### src/rtl/lpes_pkg.sv
`timescale 1ns / 1ps

package lpes_pkg;

  localparam int unsigned ByteW          = 8;
  localparam int unsigned OffsetW        = 32;
  localparam int unsigned CountW         = 8;
  // enough bits to hold MaxVarintBytes
  localparam int unsigned VarintCntW     = 3;
  localparam int unsigned MaxVarintBytes = 5;

  // one accepted word presented to the walker
  typedef struct packed {
    logic             step;
    logic             start;
    logic [ByteW-1:0] data;
  } lpes_step_t;

  // result produced by the walker for that word
  typedef struct packed {
    logic               valid;
    logic [OffsetW-1:0] offset;
    logic               malformed;
  } lpes_res_t;

endpackage

### src/rtl/lpes_walker.sv
`timescale 1ns / 1ps

module lpes_walker import lpes_pkg::*; (
  input  logic              clk_i,
  input  logic              rst_ni,
  input  lpes_step_t        step_i,
  input  logic [CountW-1:0] entries_to_skip_i,
  output lpes_res_t         res_o
);

  localparam logic [2:0] PhIdle  = 3'd0;
  localparam logic [2:0] PhKlen  = 3'd1;
  localparam logic [2:0] PhKbody = 3'd2;
  localparam logic [2:0] PhVlen  = 3'd3;
  localparam logic [2:0] PhVbody = 3'd4;

  logic [2:0]            phase_q, phase_d;
  logic [OffsetW-1:0]    accum_q, accum_d;
  logic [VarintCntW-1:0] vbytes_q, vbytes_d;
  logic [OffsetW-1:0]    body_q, body_d;
  logic [CountW-1:0]     done_q, done_d;
  logic [OffsetW-1:0]    count_q, count_d;

  // state as seen after a start word has cleared it
  logic [2:0]            ph_s;
  logic [OffsetW-1:0]    accum_s;
  logic [VarintCntW-1:0] vbytes_s;
  logic [OffsetW-1:0]    body_s;
  logic [CountW-1:0]     done_s;
  logic [OffsetW-1:0]    count_s;

  logic [OffsetW-1:0]    group_sh;
  logic [OffsetW-1:0]    accum_new;
  logic [VarintCntW-1:0] vbytes_new;
  logic [OffsetW-1:0]    count_new;
  logic [CountW-1:0]     done_new;
  logic                  entry_end;
  logic                  consume;

  // place the 7-bit group at its position; upper bits of the fifth group drop off
  always_comb begin
    case (vbytes_s)
      3'd0:    group_sh = {25'd0, step_i.data[6:0]};
      3'd1:    group_sh = {18'd0, step_i.data[6:0], 7'd0};
      3'd2:    group_sh = {11'd0, step_i.data[6:0], 14'd0};
      3'd3:    group_sh = {4'd0, step_i.data[6:0], 21'd0};
      3'd4:    group_sh = {step_i.data[3:0], 28'd0};
      default: group_sh = '0;
    endcase
  end

  assign accum_new  = accum_s | group_sh;
  assign vbytes_new = vbytes_s + 1'b1;
  assign count_new  = count_s + 1'b1;
  assign done_new   = done_s + 1'b1;

  always_comb begin
    ph_s     = phase_q;
    accum_s  = accum_q;
    vbytes_s = vbytes_q;
    body_s   = body_q;
    done_s   = done_q;
    count_s  = count_q;
    consume  = 1'b1;
    if (step_i.start) begin
      ph_s     = PhKlen;
      accum_s  = '0;
      vbytes_s = '0;
      body_s   = '0;
      done_s   = '0;
      count_s  = '0;
      consume  = (entries_to_skip_i != '0);
    end
  end

  always_comb begin
    phase_d   = phase_q;
    accum_d   = accum_q;
    vbytes_d  = vbytes_q;
    body_d    = body_q;
    done_d    = done_q;
    count_d   = count_q;
    entry_end = 1'b0;
    res_o     = '0;
    if (step_i.step) begin
      phase_d  = ph_s;
      accum_d  = accum_s;
      vbytes_d = vbytes_s;
      body_d   = body_s;
      done_d   = done_s;
      count_d  = count_s;
      if (!consume) begin
        // zero count: report offset 0 on the start word itself
        phase_d     = PhIdle;
        res_o.valid = 1'b1;
      end else begin
        unique case (ph_s) inside
          PhKlen, PhVlen: begin
            count_d = count_new;
            if (step_i.data[7]) begin
              accum_d  = accum_new;
              vbytes_d = vbytes_new;
              if (vbytes_new >= VarintCntW'(MaxVarintBytes)) begin
                phase_d         = PhIdle;
                res_o.valid     = 1'b1;
                res_o.malformed = 1'b1;
              end
            end else begin
              body_d   = accum_new;
              accum_d  = '0;
              vbytes_d = '0;
              if (ph_s == PhKlen) begin
                phase_d = (accum_new == '0) ? PhVlen : PhKbody;
              end else if (accum_new == '0) begin
                entry_end = 1'b1;
              end else begin
                phase_d = PhVbody;
              end
            end
          end
          PhKbody: begin
            count_d = count_new;
            body_d  = body_s - 1'b1;
            if (body_s == OffsetW'(1)) begin
              phase_d = PhVlen;
            end
          end
          PhVbody: begin
            count_d = count_new;
            body_d  = body_s - 1'b1;
            if (body_s == OffsetW'(1)) begin
              entry_end = 1'b1;
            end
          end
          default: begin
            // idle: word ignored
          end
        endcase

        if (entry_end) begin
          done_d = done_new;
          if (done_new >= entries_to_skip_i) begin
            phase_d      = PhIdle;
            res_o.valid  = 1'b1;
            res_o.offset = count_new;
          end else begin
            phase_d  = PhKlen;
            accum_d  = '0;
            vbytes_d = '0;
          end
        end
      end
    end
  end

  always_ff @(posedge clk_i or negedge rst_ni) begin
    if (!rst_ni) begin
      phase_q  <= PhIdle;
      accum_q  <= '0;
      vbytes_q <= '0;
      body_q   <= '0;
      done_q   <= '0;
      count_q  <= '0;
    end else begin
      phase_q  <= phase_d;
      accum_q  <= accum_d;
      vbytes_q <= vbytes_d;
      body_q   <= body_d;
      done_q   <= done_d;
      count_q  <= count_d;
    end
  end

endmodule

### config.mk
export PLATFORM = sky130hd
export DESIGN_NAME = lpes_walker
export DESIGN_NICKNAME = d
export VERILOG_FILES = /design/src/rtl/lpes_pkg.sv /design/src/rtl/lpes_walker.sv
export SDC_FILE = /design/constraint.sdc
export NUM_CORES = 1
export LEC_CHECK = 0
export BUFFER_PORTS_ARGS = -buffer_cell sky130_fd_sc_hd__buf_2
export CORE_UTILIZATION = 33
export DETAILED_ROUTE_END_ITERATION = 6
export GPL_TIMING_DRIVEN = 0
export PLACE_DENSITY_LB_ADDON = 0.25
export SYNTH_ARGS = -nofsm -noshare
export SYNTH_HDL_FRONTEND = slang
export SYNTH_SLANG_ARGS = --single-unit
### constraint.sdc
create_clock -name clk_i -period 6.95 [get_ports clk_i]
set_input_delay 1.0425 -clock clk_i [delete_from_list [all_inputs] [get_ports clk_i]]
set_output_delay 1.0425 -clock clk_i [all_outputs]
set_load 0.02 [all_outputs]
---- Yosys cells after proc, flatten, opt, wreduce, memory -nomap -nowiden ----
Index checks and enable logic that the tools add are counted.
storage, ports and cells
  bits of input ports ..................... 20
  register bits ........................... 110
  output and inout port bits .............. 34
cells by class
  $add $sub $neg .......................... 4
  $lt $le $gt $ge ......................... 2
  reduce and logical (&&, ||, !) cells .... 6
  bitwise gates (word level) .............. 1
  equality and inequality tests ........... 9
  mux-type cells .......................... 50
operator list
  operator                 count
  $mux W32                 12
  $pmux W32 S5             1
  $mux W33                 3
  $pmux W32 S2             1
  $mux W3                  14
  $mux W34                 1
  $add A32 B1 Y32 const B  1
  $eq A32 B1 Y1 const B    1
  $logic_not A32 Y1        1
  $or A32 B32 Y32          1
  $sub A32 B1 Y32 const B  1
  $mux W8                  3
  $mux W1                  13
  $eq A3 B2 Y1 const B     4
  $add A8 B1 Y8 const B    1
  $ge A8 B8 Y1             1
  $reduce_bool A8 Y1       1
  $eq A3 B1 Y1 const B     2
  $eq A3 B3 Y1 const B     2
  $pmux W3 S2              1
  $reduce_or A2 Y1         2
  $reduce_or A4 Y1         1
  $add A3 B1 Y3 const B    1
  $ge A3 B3 Y1 const B     1
  2 further kinds          2

---- Logic depth before layout (Yosys ltp) ----
  depth in word-level cells ............... 14
  gate-level depth with buffers ........... 21
  mapped depth without buffers ............ 13

---- Least setup slack after synthesis ----
OpenSTA, ideal clock, no wires.
  kind .................................... input to output
  start point ............................. input port step_i[8] (netlist name)
  end point ............................... output port res_o[33] (netlist name)
  path buffers ............................ 5
  required time ........................... 5907 ps
  cell stages on the path ................. 14
  arrival time ............................ 4847 ps
  path slack .............................. 1060 ps
  cells stage by stage .................... inv_1 buf_2 buf_1 clkbuf_1 clkbuf_1 nand2_1 ha_1 clkbuf_1 a32o_1 or4_1 or4_1 o31ai_2 nand2_1 a31oi_1
RTL lines
  what                RTL line          RTL
  start: declaration  lpes_walker.sv:6  input lpes_step_t step_i,
  end: declaration    lpes_walker.sv:8  output lpes_res_t res_o

==> flow_summary.ini <==
[status]
outcome = completed

[global_route]
grt_pass1_wl_um = 45700
grt_overflow = 0
gr-usage-all-layers_pct = 24.4
grt_max_degree = 58
first_global_vias = 7786
antenna_found_initial = 0

[yosys]
seq_area_frac_synth_pct = 34.7
synthFlopType = dfrtp_1
yosys_warnings = 0
syn_nets = 1028
async_reset_ff_share_pct = 100
ys_ff_latch = 110
synth_edf_count = 0
avgSynthCellArea_um2 = 8.01
synth_cell_types = 66
synthCells = 990
synth_area_um2 = 7930

[cts]
hold_buffers = 0
cts_buffers = 9
cts_setup_buffers = 0
cts_root_buffer = clkbuf_16
cts_tree = done
cts_num_sinks = 110
clockBufferDepth = 2
worstSkewPairLatency_ps = 370
path_clk_slew_ps = 80
ctsHtreeMaxLevel = 3

[sta]
setup_viol = 0
tightest_slew_ps = 987
post-route-min-period_ps = 6700
drv_slew = 0
fmax_mhz = 149
finalClockSkew_ps = 12.9
final-hold-violation-count = 0
hold_slack_ps = 497
worst_slack_ps = 254
period_share_pct = 96.3
rsz0062_at_grt = no
max-slew-margin-rel_pct = 34.1
setup_tns_ps = 0

[critical_path]
max_stage_delay_ps = 550
crit_required_ps = 5910
path_class = in -> out
end_kind = output port
startpoint = step_i[8]
worstPathArrival_ps = 5650
path_buf_inv = 9
cpMaxStageDelayCell = or4_1
rr_startpoint = done_q[0]$_DFFE_PN0P_
crit_chain = buf_2 -> inv_1 -> buf_2 -> clkbuf_4 -> clkbuf_4 -> clkbuf_4 -> nand2_1 -> ha_1 -> clkbuf_1 -> a32o_1 -> or4_1 -> or3_4 -> nor4_4 -> o21ai_2 -> buf_6 -> nor2_1 -> buf_2
start_kind = input port
cpLargestDelayFamily = buffers and inverters
critPathMaxFanout = 10

[route]
num_vias = 8117
wl_um = 29100
drc = 0
drt-pass1-iter-count = 5
post_drt_wl_per_cell_um = 21.1
ant_nets = 0
vias_per_cell = 5.90
drtIter0Drc = 980

[finish]
mostFrequentLayoutCell = nor2_1
drive_above_1_share_pct = 9.46
final_cell_mix = 114 x nor2_1, 110 x dfrtp_1, 107 x nand2_1, 89 x o21ai_0, 55 x buf_2
area.growth.synth_to_final_pct = 12.9
fin_cells = 1376
nNetsFinal = 1090
antenna_cells = 0

[pwr]
p_seq_share_pct = 40.6
combPwrFrac_pct = 30.6
leakagePower_nw = 3.68
clockPowerShare_pct = 28.9
power_density_nw_per_um2 = 209
power_switching_mw = 0.736
ir_drop_v = 0.000127
p_sw_share_pct = 39.4
internal-power_mw = 1.13

[placement]
dp.final_hpwl_um = 21000
gp_congestion = 0.910
post-place-cells = 1361
numPortBuffers = 51
place_ws_ps = -1090

[floorplan]
dieArea_um2 = 24600
die-width_um = 157
core_um2 = 23500
die_h_um = 157
pin_count = 54
row_count = 56
initial_core_util_pct = 33.7

[min_path]
min_path_type = reg -> reg
hp-start = vbytes_q[0]$_DFFE_PN0P_

[flow_run]
cap_violations = 0
## stage by stage
| stage | power, mW | instance area (µm²) | utilization (%) |
|---|---|---|---|
| floorplan | 1.13 | 7930 | - |
| detailed placement | 1.32 | 8620 | 36.6 |
| finish | 1.87 | 8950 | 38.0 |
| global route | 1.96 | 8950 | 38.0 |
| CTS | 1.86 | 8910 | 37.8 |
| global placement | 1.31 | 8580 | 36.5 |
## final timing paths
path                                           end  slack, ps  cells past startpoint
min reg2reg                vbytes_q[0]$_DFFE_PN0P_        500                      1
min                        vbytes_q[0]$_DFFE_PN0P_        500                      1
max in group asynchronous   body_q[17]$_DFFE_PN0P_       5610                      2
max reg2reg                accum_q[19]$_DFFE_PN0P_       2900                     15
max                                      res_o[11]        250                     17
min in group asynchronous    done_q[5]$_DFFE_PN0P_        620                      1
## logic make-up after synthesis
group | share of synthesized area [%]
AO/OA/AOI/OAI | 28.7
XOR/XNOR | 3.98
adder cells (fa/ha/maj) | 2.84
buffers and inverters | 5.41
flip-flops | 34.7
multiplexers | 0.379
AND/OR/NAND/NOR | 24.0
## metal layers
layer  part of all wire, %  track usage, %  vias up
met5                     0               0        -
met4                   3.1            8.92        0
met3                   7.2            3.61       58
met2                    45            39.4      350
met1                    44            32.8     3914
li1                      -               -     3795
## area by class of cell
class,instances,area (µm²)
Clock inverter,7,63.8
Clock buffer,9,225
Tap cell,319,399
Buffer,58,269
Inverter,46,173
Fill cell,2528,14600
Timing Repair Buffer,52,289
Sequential cell,110,2750
Multi-Input combinational cell,775,4780
## state kept, by name (all words and copies together), names as in the netlist
name / count
body_q: 32
phase_q: 3
vbytes_q: 3
accum_q: 32
done_q: 8
count_q: 32
## repair_timing
| action | in CTS | in global routing |
|---|---|---|
| gates resized for setup | 7 | 11 |
| setup endpoints to repair | 61 | 43 |
| cloned | 0 | 0 |
## Yosys cell counts (13+ instances only)
cell type	instances	area, µm²
a21o_1	19	143
a21oi_1	44	220
a22o_1	23	201
a22oi_1	13	97.6
a31oi_1	17	106
a32o_1	15	150
a32oi_1	13	114
and3_1	15	93.8
clkbuf_1	44	165
dfrtp_1	110	2750
ha_1	18	225
inv_1	46	173
nand2_1	107	402
nand3_1	39	195
nor2_1	114	428
nor2b_1	24	150
nor3_1	16	80.1
nor4_1	15	93.8
o21ai_0	89	445
o221ai_1	14	123
o31ai_1	17	128
xnor2_1	23	201
xor2_1	13	114
## power by group through the flow
stage                     combinational [mW]  sequential [mW]  clock [mW]
final                                  0.572            0.758       0.539
after global routing                   0.620            0.767       0.572
after CTS                              0.556            0.754       0.547
after detailed placement               0.553            0.765           0
after global placement                 0.547            0.766           0
after floorplan                        0.380            0.747           0
No activity file was read; power rests on OpenSTA's default activity.
